[config.mk]
export PLATFORM = sky130hd
export DESIGN_NAME = pctd_ctrl
export DESIGN_NICKNAME = d
export VERILOG_FILES = /design/src/pctd_pkg.sv /design/src/pctd_ctrl.sv
export SDC_FILE = /design/constraint.sdc
export NUM_CORES = 1
export LEC_CHECK = 0
export BUFFER_PORTS_ARGS = -buffer_cell sky130_fd_sc_hd__clkbuf_2
export CELL_PAD_IN_SITES_DETAIL_PLACEMENT = 1
export CELL_PAD_IN_SITES_GLOBAL_PLACEMENT = 2
export CORE_AREA = 2 2 39 41
export DETAILED_ROUTE_END_ITERATION = 8
export DIE_AREA = 0 0 41 43
export PLACE_DENSITY = 0.69
export SLEW_MARGIN = 20
export SYNTH_ARGS = -nofsm -noshare
export SYNTH_HDL_FRONTEND = slang
export SYNTH_SLANG_ARGS = --single-unit
[constraint.sdc]
create_clock -name i_clk -period 1.55 [get_ports i_clk]
set_input_delay 0.155 -clock i_clk [delete_from_list [all_inputs] [get_ports i_clk]]
set_output_delay 0.155 -clock i_clk [all_outputs]
set_load 0.02 [all_outputs]
[src/pctd_pkg.sv]
`timescale 1ns / 1ps
// ----------------------------------------------------------------------------
// pctd_pkg
// Shared field widths, result codes and controller/datapath interface types
// for the prefix code table decoder.
// ----------------------------------------------------------------------------
package pctd_pkg;

    localparam int SYM_W  = 8;
    localparam int CODE_W = 32;
    localparam int LEN_W  = 6;
    localparam int STAT_W = 2;
    localparam int WORD_W = SYM_W + CODE_W + LEN_W;

    localparam logic ACT_LOAD = 1'b0;
    localparam logic ACT_BIT  = 1'b1;

    typedef enum logic [STAT_W-1:0] {
        ST_MATCHED  = 2'd0,
        ST_OVERFLOW = 2'd1,
        ST_LOADED   = 2'd2,
        ST_FULL     = 2'd3
    } t_status;

    typedef struct packed {
        logic accept_load;
        logic accept_bit;
        logic scan;
        logic set_hit;
        logic set_ovf;
        logic emit;
    } t_cmd;

    typedef struct packed {
        logic hit;
        logic scan_end;
        logic prefix_full;
        logic out_free;
    } t_stat;

    function automatic logic [CODE_W-1:0] mask_code(input logic [CODE_W-1:0] code,
                                                    input logic [LEN_W-1:0]  len);
        logic [CODE_W-1:0] mask;
        if (len >= LEN_W'(CODE_W)) begin
            mask = '1;
        end else begin
            mask = (CODE_W'(1) << len) - CODE_W'(1);
        end
        return code & mask;
    endfunction

endpackage

[src/pctd_ctrl.sv]
`timescale 1ns / 1ps
// ----------------------------------------------------------------------------
// pctd_ctrl
// Sequencer for the decoder: takes a beat, runs the table scan for bit
// beats and hands the result to the output register.
// ----------------------------------------------------------------------------
module pctd_ctrl (
    input  logic            i_clk,
    input  logic            i_rst_n,
    input  logic            i_valid,
    input  logic            i_action,
    input  pctd_pkg::t_stat i_stat,
    output pctd_pkg::t_cmd  o_cmd,
    output logic            o_stall
);
    import pctd_pkg::*;

    typedef enum logic [2:0] {
        S_IDLE = 3'b001,
        S_SCAN = 3'b010,
        S_EMIT = 3'b100
    } t_state;

    t_state r_state;
    t_state n_state;

    always_ff @(posedge i_clk) begin
        if (!i_rst_n) begin
            r_state <= S_IDLE;
        end else begin
            r_state <= n_state;
        end
    end

    always_comb begin
        n_state = r_state;
        o_cmd   = '0;
        case (r_state)
            S_IDLE: begin
                if (i_valid) begin
                    if (i_action == ACT_LOAD) begin
                        o_cmd.accept_load = 1'b1;
                        n_state = S_EMIT;
                    end else begin
                        o_cmd.accept_bit = 1'b1;
                        n_state = S_SCAN;
                    end
                end
            end
            S_SCAN: begin
                o_cmd.scan = 1'b1;
                if (i_stat.hit) begin
                    o_cmd.set_hit = 1'b1;
                    n_state = S_EMIT;
                end else if (i_stat.scan_end) begin
                    if (i_stat.prefix_full) begin
                        o_cmd.set_ovf = 1'b1;
                        n_state = S_EMIT;
                    end else begin
                        n_state = S_IDLE;
                    end
                end
            end
            S_EMIT: begin
                if (i_stat.out_free) begin
                    o_cmd.emit = 1'b1;
                    n_state = S_IDLE;
                end
            end
            default: begin
                n_state = S_IDLE;
            end
        endcase
    end

    assign o_stall = (r_state != S_IDLE);

endmodule

==> Word level (Yosys, flattened, before mapping) <==
Index checks and enable logic that the tools add are counted.
{ "totals": {"latch_bits": 0, "wordCells": 27, "n_memories": 0, "register_bits": 3, "in_bits": 8, "romBits": 0, "mem_bits_rw": 0, "output_inout_bits": 7} }
{ "classes": {"add_sub_neg": 0, "muxes": 18, "magnitude_cmp": 0, "n_mul": 0, "n_eq_ne": 7, "shifts": 0, "n_bitwise": 0, "n_reduce_logical": 1, "n_div": 0} }
{ "op_table": {"columns": ["cell", "count"], "rows": [
  ["2-to-1 mux 3 bit", 7],
  ["case mux 3 bit (3 select lines)", 1],
  ["2-to-1 mux 1 bit", 8],
  ["2-to-1 mux 2 bit", 2],
  ["inequality test 2 bit (second input constant)", 2],
  ["== test 3 x 1 -> 1 bit (second input constant)", 1],
  ["== test 3 x 2 -> 1 bit (second input constant)", 1],
  ["== test 3 bit (second input constant)", 1],
  ["inequality test 3 x 1 -> 1 bit (second input constant)", 1],
  ["inequality test 3 bit (second input constant)", 1],
  ["AND reduction 3 bit", 1]
]} }

==> Longest topological paths before layout <==
Gate-level depths: netlist of the first run.
{ "logic_depth": {"depth_word": 4, "depth_mapped": 4, "depth_no_buf": 4} }

==> Worst setup path after synthesis of the first run <==
Ideal clock, no wire load.
{ "synth_path": {"kind": "reg2reg", "start": "register r_state[1]", "end": "register r_state[0]", "required_time_ns": 1.434, "n_path_buf": 0, "synth_period_minus_slack_ns": 1.392, "path_stages_with_launch": 5, "arrival_time_ns": 1.276, "setup_time_ns": 0.116, "setup_slack_ns": 0.158, "cell_sequence": "dfxtp_1 -> or3b_1 -> inv_1 -> o21ai_0 -> a41o_1"} }
{ "synth_via": {"elab_chain_cells": 3, "word_cells_on_any_way": 8, "classes_between": "eq/ne (6); mux (1); reduce/logical (1)"} }
{ "synth_lines": {"columns": ["element", "line", "source"], "rows": [
  ["from (decl)", "pctd_ctrl.sv:24", "t_state r_state;"],
  ["from (signal assigned)", "pctd_ctrl.sv:31", "r_state <= n_state;"],
  ["== test 3 x 2 -> 1 bit, or another cell as far along", "pctd_ctrl.sv:38", "case (r_state)"],
  ["inequality test 3 bit (no line) / inequality test 2 bit (equally long branches)", null, null],
  ["AND reduction 3 bit (no line)", null, null]
]} }
Parallel ways exist; a longest one is shown, timed or not.
A chain may end at the register's enable or synchronous reset.

==> reports/summary.txt, run 1 <==
Placer Congestion: 0.776
Largest register FFs: 3
Syn_area_per_cell: 8.18 um2
Hold-fix buffers, CTS: 0
Max Cap Viol: 0
Post-synthesis sequential area ratio: 0.282
Crit end category: output pin
Synth top area cells: dfxtp_1 (28%), or3b_1 (8.2%), and3_1 (5.9%), buf_6 (5.3%), inv_1 (5.3%)
Largest area contributor in the netlist: dfxtp_1
Net count after synthesis: 34
Number of synthesized register bits: 3
Starting Density: 0.154
Share of layout cells above drive strength 1: 0.556
Final min period: 1.49 ns
Drt wl/cell: 10.3 um
Reg2Reg Setup Slack: 0.11 ns
Worst setup path startpoint: r_state[1]$_SDFFE_PN0P_
Initial drt markers: 2
IO Count: 15
DIE AREA: 0.00176 mm2
Met1 Use GR: 0.0994
Cells after Synth: 26
Pwr Total: 441 uW
PortBufs: 14
Met2 global-route usage: 0.113
Cell count of the worst reg-to-reg path: 4
Fmax: 0.672 GHz
Area growth syn-to-layout: 65.9%
Clock transition at the registers of the reported paths: 0.04 ns
Final period util: 0.960
GR Util met3: 0.0314
Post-synth EDFFs: 0
DR vias: 265
GRT busiest layer: met2
CTS tree: built
CP max FO: 4
Worst IR Drop VDD: 0.000262 V
Worst r2r src: r_state[2]$_SDFFE_PN0P_
Final core utilization: 0.255
Routed Antenna Nets: 0
Critical path data arrival time: 1.33 ns
Yosys cell types: 19
PD cells: 1250 mW/mm2
Final Hold Fails: 0
LEAKAGE: 0.000186 uW
Share of async-settable or async-resettable flops after synthesis: 0
Hold Crit Class: input port to register
Synth top area share: 0.282
Biggest register: r_state
Syn Std Cell Area: 213 um2
Biggest regs: r_state (3)
DR vias/cell: 4.34
GRT Util Overall: 0.0853
CTS H-tree lvls: 1
Clock latency at the later pin of the worst-skew pair: 0.23 ns
Kind of critical path: register to output pin
Status: completed
CP endpoint: o_cmd[2]
Commonest cells in the synthesized netlist: dfxtp_1 (3), inv_1 (3), and3_1 (2), nor3_1 (2), or3b_1 (2)
Drt drc: 0
Main synth FF type: dfxtp_1
Grt total ovfl: 0
RSZ-0062 raised after global routing: yes
Antenna diodes: 0
Num Clock Sinks: 3
Final #Nets: 54
Syn. warnings: 0
Row Count: 14
Drt first pass iters: 4
Filler Cell Count: 176
Final setup viols: 0
Die Wd: 41 um
Pin count of the biggest net entering global routing: 8
First-pass GRT wire length: 966 um
Slew @ Worst Pin: 0.279 ns
CTS buffer count: 3
CP Data Required Time: 1.39 ns
Multi-input logic area: 140 um2
Slew headroom: 0.812
Final wirelength: 629 um
Clk root buf: clkbuf_4
Register area: 62.6 um2
Bufs on Longest Clock Path: 2
Die Ht: 43 um
Initial antenna violation count: 0
Fin. max-slew vios: 0
Critical path launch point type: register
Core area: 0.00138 mm2
Vias in the first global route: 253
Clk_skew: 0.00443 ns
FF-to-FF End: r_state[0]$_SDFFE_PN1P_
-- power by group --
| group | switching [uW] | internal [uW] | total [uW] | leakage [uW] |
|---|---|---|---|---|
| clock network | 40.5 | 96.5 | 137 | 0.0000150 |
| logic | 94.5 | 101 | 195 | 0.000146 |
| registers | 11.7 | 96.6 | 108 | 0.0000250 |
| total | 147 | 294 | 441 | 0.000186 |
-- critical path: stages, from the launching register on --
cell	delay, ns
dfxtp_2	0.34
or3b_4	0.41
inv_2	0.07
and2_1	0.12
clkbuf_4	0.16
-- per-layer routing --
layer | vias up | share of wire | wire length, um
li1 | 134 | - | -
met1 | 111 | 0.46 | 287
met2 | 18 | 0.41 | 256
met3 | 2 | 0.12 | 75
met4 | 0 | 0.016 | 10
met5 | - | 0 | 0
-- worst min-delay path by stage --
stage	from	to	slack, ns	cells past startpoint
after floorplan	i_rst_n	r_state[1]$_SDFFE_PN0P_	0.29	1
after global placement	i_rst_n	r_state[1]$_SDFFE_PN0P_	0.42	2
after detailed placement	i_rst_n	r_state[1]$_SDFFE_PN0P_	0.41	2
after CTS	i_rst_n	r_state[1]$_SDFFE_PN0P_	0.16	2
after global routing	i_rst_n	r_state[1]$_SDFFE_PN0P_	0.16	2
final	i_rst_n	r_state[1]$_SDFFE_PN0P_	0.16	2
-- kinds of logic (layout without fill, tap and decap cells) --
family | count (synthesis) | after routing | synth area share
buffers and inverters | 4 | 23 | 0.106
AOI/OAI and AO/OA | 6 | 6 | 0.229
and+or+nand+nor | 13 | 13 | 0.382
DFF | 3 | 3 | 0.282
-- layout make-up --
| class | count | area share |
|---|---|---|
| well taps | 16 | 0.0567 |
| flip-flops and latches | 3 | 0.177 |
| inverters | 3 | 0.0319 |
| clock buffers | 4 | 0.0745 |
| repair buffers | 16 | 0.262 |
| multi-input cells | 19 | 0.397 |
-- through the flow --
stage | setup TNS (ns) | hold slack, ns | setup slack, ns | std cells | instance area [um2]
5_1_grt | -0.0120 | 0.159 | -0.0115 | 61 | 353
6_report | 0 | 0.160 | 0.0620 | 61 | 353
4_1_cts | 0 | 0.162 | 0.00100 | 59 | 325
2_1_floorplan | 0 | 0.288 | 0.158 | 26 | 213
3_5_place_dp | 0 | 0.410 | 0.119 | 55 | 292
3_3_place_gp | 0 | 0.420 | 0.107 | 55 | 292
-- layout by cell type (no fill, tap or decap), types with 2 or more instances in the layout --
master / netlist / final
buf_4: 0 / 4
clkbuf_2: 0 / 10
inv_1: 3 / 2
and3_1: 2 / 2
dfxtp_2: 0 / 2
or3b_4: 0 / 2
clkbuf_4: 0 / 4
-- what timing repair did --
item	in CTS	in global routing
resized for setup	3	9
setup endpoints to repair	4	4
setup buffers	0	2
Note: power is estimated with default switching activity, not from simulation.
==> inputs of run 2 (changes only) <==
ABC_AREA = 1   (was default)
CORE_AREA = default   (was 2 2 39 41)
CORE_UTILIZATION = 17   (was default)
DIE_AREA = default   (was 0 0 41 43)
PLACE_DENSITY = 0.75   (was 0.69)
==> reports/summary.txt, run 2 <==
Status: completed
GR Util met3: 0.0170
CP Data Required Time: 1.39 ns
Final period util: 0.857
Yosys cell types: 13
Final min period: 1.33 ns
Drt drc: 0
Clk root buf: clkbuf_4
PortBufs: 14
Initial antenna violation count: 0
Slew headroom: 0.836
Main synth FF type: dfxtp_1
DR vias/cell: 4.13
Postcts setup bufs: 0
Met1 Use GR: 0.0909
Fin. max-slew vios: 0
Largest register FFs: 3
Net count after synthesis: 47
Core area: 0.00130 mm2
Resized cells post-CTS: 0
Non-Filler Instances: 72
CP max stage delay: 0.43 ns
Biggest regs: r_state (3)
CP delay by family, top: flip-flops
Final wirelength: 639 um
Placed cells: 68
DR vias: 297
CTS H-tree lvls: 1
Crit-path cells: inv_1 > nand3_2 > inv_2 > nand3_1 > inv_1 > clkbuf_2
Clk_skew: 0.00470 ns
Largest area contributor in the netlist: dfxtp_1
Final setup viols: 0
Routed Antenna Nets: 0
Syn Std Cell Area: 239 um2
Pwr Total: 375 uW
Post-DP HPWL: 570 um
Critical path data arrival time: 1.17 ns
Share of async-settable or async-resettable flops after synthesis: 0
Area growth syn-to-layout: 48.2%
Final #Nets: 66
Drt wl/cell: 8.88 um
Hold Crit Class: input port to register
Final Hold Fails: 0
Drt first pass iters: 4
Setup TNS: 0 ns
CP max FO: 7
Most frequent cells in the layout: clkbuf_2 (14), inv_1 (9), nor2_1 (6), nand3_1 (6), nand2_1 (4)
Syn. warnings: 0
Die Ht: 39.5 um
Post-synth EDFFs: 0
CP Buf/Inv Count: 4
Synth top area share: 0.251
Critical path launch point type: register
Clock transition at the registers of the reported paths: 0.04 ns
Slew @ Worst Pin: 0.244 ns
Worst IR Drop VDD: 0.000337 V
Starting Density: 0.184
Worst hold slack: 0.188 ns
Antenna diodes: 0
Bufs on Longest Clock Path: 2
Top cell by count, worst path: inv_1
CTS buffer count: 3
Kind of critical path: register to output pin
Num Clock Sinks: 3
First-pass GRT wire length: 952 um
PD cells: 1060 mW/mm2
GRT busiest layer: met2
Clock latency at the later pin of the worst-skew pair: 0.24 ns
Filler Cell Count: 190
Slowest stage cell, crit path: dfxtp_1
Share of layout cells above drive strength 1: 0.404
DIE AREA: 0.00156 mm2
Post-synthesis sequential area ratio: 0.251
Grt total ovfl: 0
Hold-fix buffers, CTS: 0
Vias in the first global route: 264
Row Count: 13
Initial drt markers: 10
RSZ-0062 raised after global routing: no
Biggest register: r_state
Commonest cells in the synthesized netlist: inv_1 (9), nand3_1 (6), nor2_1 (6), nand2_1 (4)
Syn_area_per_cell: 6.13 um2
Met2 global-route usage: 0.176
Cell Area, Placed: 328 um2
Number of synthesized register bits: 3
IO Count: 15
Crit end category: output pin
Max Cap Viol: 0
Top-count cell post-synth: inv_1
Fmax: 0.753 GHz
Cells after Synth: 39
Placer Congestion: 0.573
GRT Util Overall: 0.0961
Pin count of the biggest net entering global routing: 8
Synth top area cells: dfxtp_1 (25%), inv_1 (14%), nand3_1 (13%), nand3_2 (13%), nor2_1 (9.4%)
LEAKAGE: 0.000217 uW
Die Wd: 39.5 um
Design Area, Final: 354 um2
CTS tree: built
Most common cell after layout, fill and taps aside: clkbuf_2
## run 2: cell count changes after synthesis, sizes merged, moves of 2 or more
cell,before,now
and3,2,0
or3b,2,0
nor2,1,8
nand2,1,4
nand3,0,9
inv,3,10
## run 2: final timing paths
kind / endpoint / cells past startpoint / start / slack (ns)
setup / recovery: o_cmd[4] / 6 / r_state[1]$_SDFFE_PN0P_ / 0.22
hold / removal: r_state[1]$_SDFFE_PN0P_ / 2 / i_rst_n / 0.19
setup reg to reg: r_state[0]$_SDFFE_PN1P_ / 4 / r_state[0]$_SDFFE_PN1P_ / 0.58
hold reg to reg: r_state[0]$_SDFFE_PN1P_ / 3 / r_state[2]$_SDFFE_PN0P_ / 0.66
## run 2: layout make-up
cell class              count  area [um2]  area share
repair buffers             14        70.1       0.198
flip-flops and latches      3        60.1       0.170
well taps                  15        18.8      0.0530
clock buffers               4        26.3      0.0742
inverters                  10        37.5       0.106
multi-input cells          26         141       0.399
## run 2: power by group
group | internal [uW] | switching (uW) | total, uW
Clock | 96.6 | 42.2 | 139
Combinational | 49.0 | 83.9 | 133
Sequential | 89.3 | 14.5 | 104
Total | 235 | 141 | 375
## run 2: logic make-up after synthesis
kind of cell / count (synthesis) / share of synthesized area
flops: 3 / 0.251
buf+inv: 10 / 0.157
simple gates: 23 / 0.508
compound gates: 3 / 0.0838
## run 2: per-stage QoR
step,worst slack (ns),utilization
finish,0.222,0.272
global route,0.106,0.272
CTS,0.206,0.272
detailed placement,0.460,0.252
global placement,0.467,0.252
floorplan,0.283,-
## run 2: routing by layer
metal	vias to the layer above	part of all wire
li1	158	-
met1	122	0.43
met2	17	0.49
met3	0	0.078
met4	0	0
met5	-	0
==> inputs of run 3 (changes only) <==
CORE_MARGIN = 4   (was default)
==> reports/summary.txt, run 3 (synthesis results as in run 2) <==
DR vias: 304
Final worst slack: 0.193 ns
Fmax: 0.737 GHz
Drt wl/cell: 9.47 um
CP Data Required Time: 1.39 ns
Grt total ovfl: 0
Initial drt markers: 3
IO Count: 15
First-pass GRT wire length: 1170 um
Bufs on Longest Clock Path: 2
Postcts setup bufs: 0
Cell Area, Placed: 328 um2
Critical path launch point type: register
Top cell by count, worst path: inv_1
Clk_skew: 0.00377 ns
LEAKAGE: 0.000217 uW
Post-DP HPWL: 566 um
Die Ht: 45.5 um
Pin count of the biggest net entering global routing: 8
Drt drc: 0
Share of layout cells above drive strength 1: 0.404
Setup TNS: 0 ns
Critical path data arrival time: 1.20 ns
Worst slack at placement: 0.420 ns
Worst IR Drop VDD: 0.000428 V
Crit-path cells: inv_1 > nand3_2 > inv_2 > nand3_1 > inv_1 > clkbuf_2
Routed Antenna Nets: 0
Most common cell after layout, fill and taps aside: clkbuf_2
Clock latency at the later pin of the worst-skew pair: 0.24 ns
Final Hold Fails: 0
Drt first pass iters: 2
Num Clock Sinks: 3
Design Area, Final: 354 um2
Status: completed
Largest register FFs: 3
Fin. max-slew vios: 0
Row Count: 13
Biggest register: r_state
CP delay by family, top: flip-flops
Final #Nets: 66
RSZ-0062 raised after global routing: no
Clock transition at the registers of the reported paths: 0.04 ns
PD cells: 1070 mW/mm2
Slowest stage cell, crit path: dfxtp_1
Crit end category: output pin
CP Buf/Inv Count: 4
Clk root buf: clkbuf_4
CTS tree: built
Max Cap Viol: 0
Die Wd: 45.5 um
DIE AREA: 0.00207 mm2
Core area: 0.00132 mm2
CTS buffer count: 3
Slew headroom: 0.833
Most frequent cells in the layout: clkbuf_2 (14), inv_1 (9), nor2_1 (6), nand3_1 (6), nand2_1 (4)
DR vias/cell: 4.22
Slew @ Worst Pin: 0.251 ns
PortBufs: 14
Final setup viols: 0
CP max FO: 7
Final wirelength: 682 um
Placer Congestion: 0.679
Initial antenna violation count: 0
Kind of critical path: register to output pin
Vias in the first global route: 305
Antenna diodes: 0
Hold Crit Class: input port to register
Resized cells post-CTS: 0
CP max stage delay: 0.45 ns
Final min period: 1.36 ns
Biggest regs: r_state (3)
Hold-fix buffers, CTS: 0
Final period util: 0.876
Starting Density: 0.181
Area growth syn-to-layout: 48.2%
GRT Util Overall: 0.0867
Worst hold slack: 0.178 ns
CTS H-tree lvls: 1
[run 3: cell counts in the layout (fill, tap and decap cells not counted)]
Identical to the previous run, type by type.
[run 3: where the power goes]
part / switching (uW) / internal [uW] / leakage [uW] / total [uW]
Combinational: 82.5 / 49.0 / 0.000177 / 131
Clock: 47.4 / 96.9 / 0.0000150 / 144
Sequential: 15.6 / 89.2 / 0.0000248 / 105
[run 3: worst reg2reg max path, stage by stage, from the launching register on]
cell and delay [ns]:
dfxtp_1 0.45, inv_1 0.08, nand3_2 0.13, o21ai_1 0.07
nor2_1 0.11, nor2_1 0.05
[run 3: final timing paths]
path	cells past startpoint	slack, ns	startpoint	to
max	6	0.19	r_state[1]$_SDFFE_PN0P_	o_cmd[4]
min	3	0.18	i_rst_n	r_state[2]$_SDFFE_PN0P_
max reg2reg	5	0.55	r_state[1]$_SDFFE_PN0P_	r_state[2]$_SDFFE_PN0P_
min reg2reg	3	0.66	r_state[2]$_SDFFE_PN0P_	r_state[0]$_SDFFE_PN1P_
[run 3: area by class of cell]
| type | instances | area (um2) |
|---|---|---|
| inverter | 10 | 37.5 |
| timing repair buffer | 14 | 70.1 |
| fill | 188 | 963 |
| clock buffer | 4 | 26.3 |
| sequential | 3 | 60.1 |
| multi-input combinational | 26 | 141 |
| tap | 15 | 18.8 |
[run 3: metrics by stage]
stage / total power, uW / utilization / std cells
6_report: 381 / 0.269 / 72
5_1_grt: 421 / 0.269 / 72
4_1_cts: 393 / 0.269 / 72
3_5_place_dp: 241 / 0.249 / 68
3_3_place_gp: 240 / 0.249 / 68
2_1_floorplan: 198 / - / 39
[run 3: routing by layer]
metal  global-route usage  wire length, um  vias up
met1               0.0913              309      126
met3               0.0435               81        4
met4               0.0877               24        0
met2                0.120              268       15
li1                     -                -      159
met5                    0                0        -
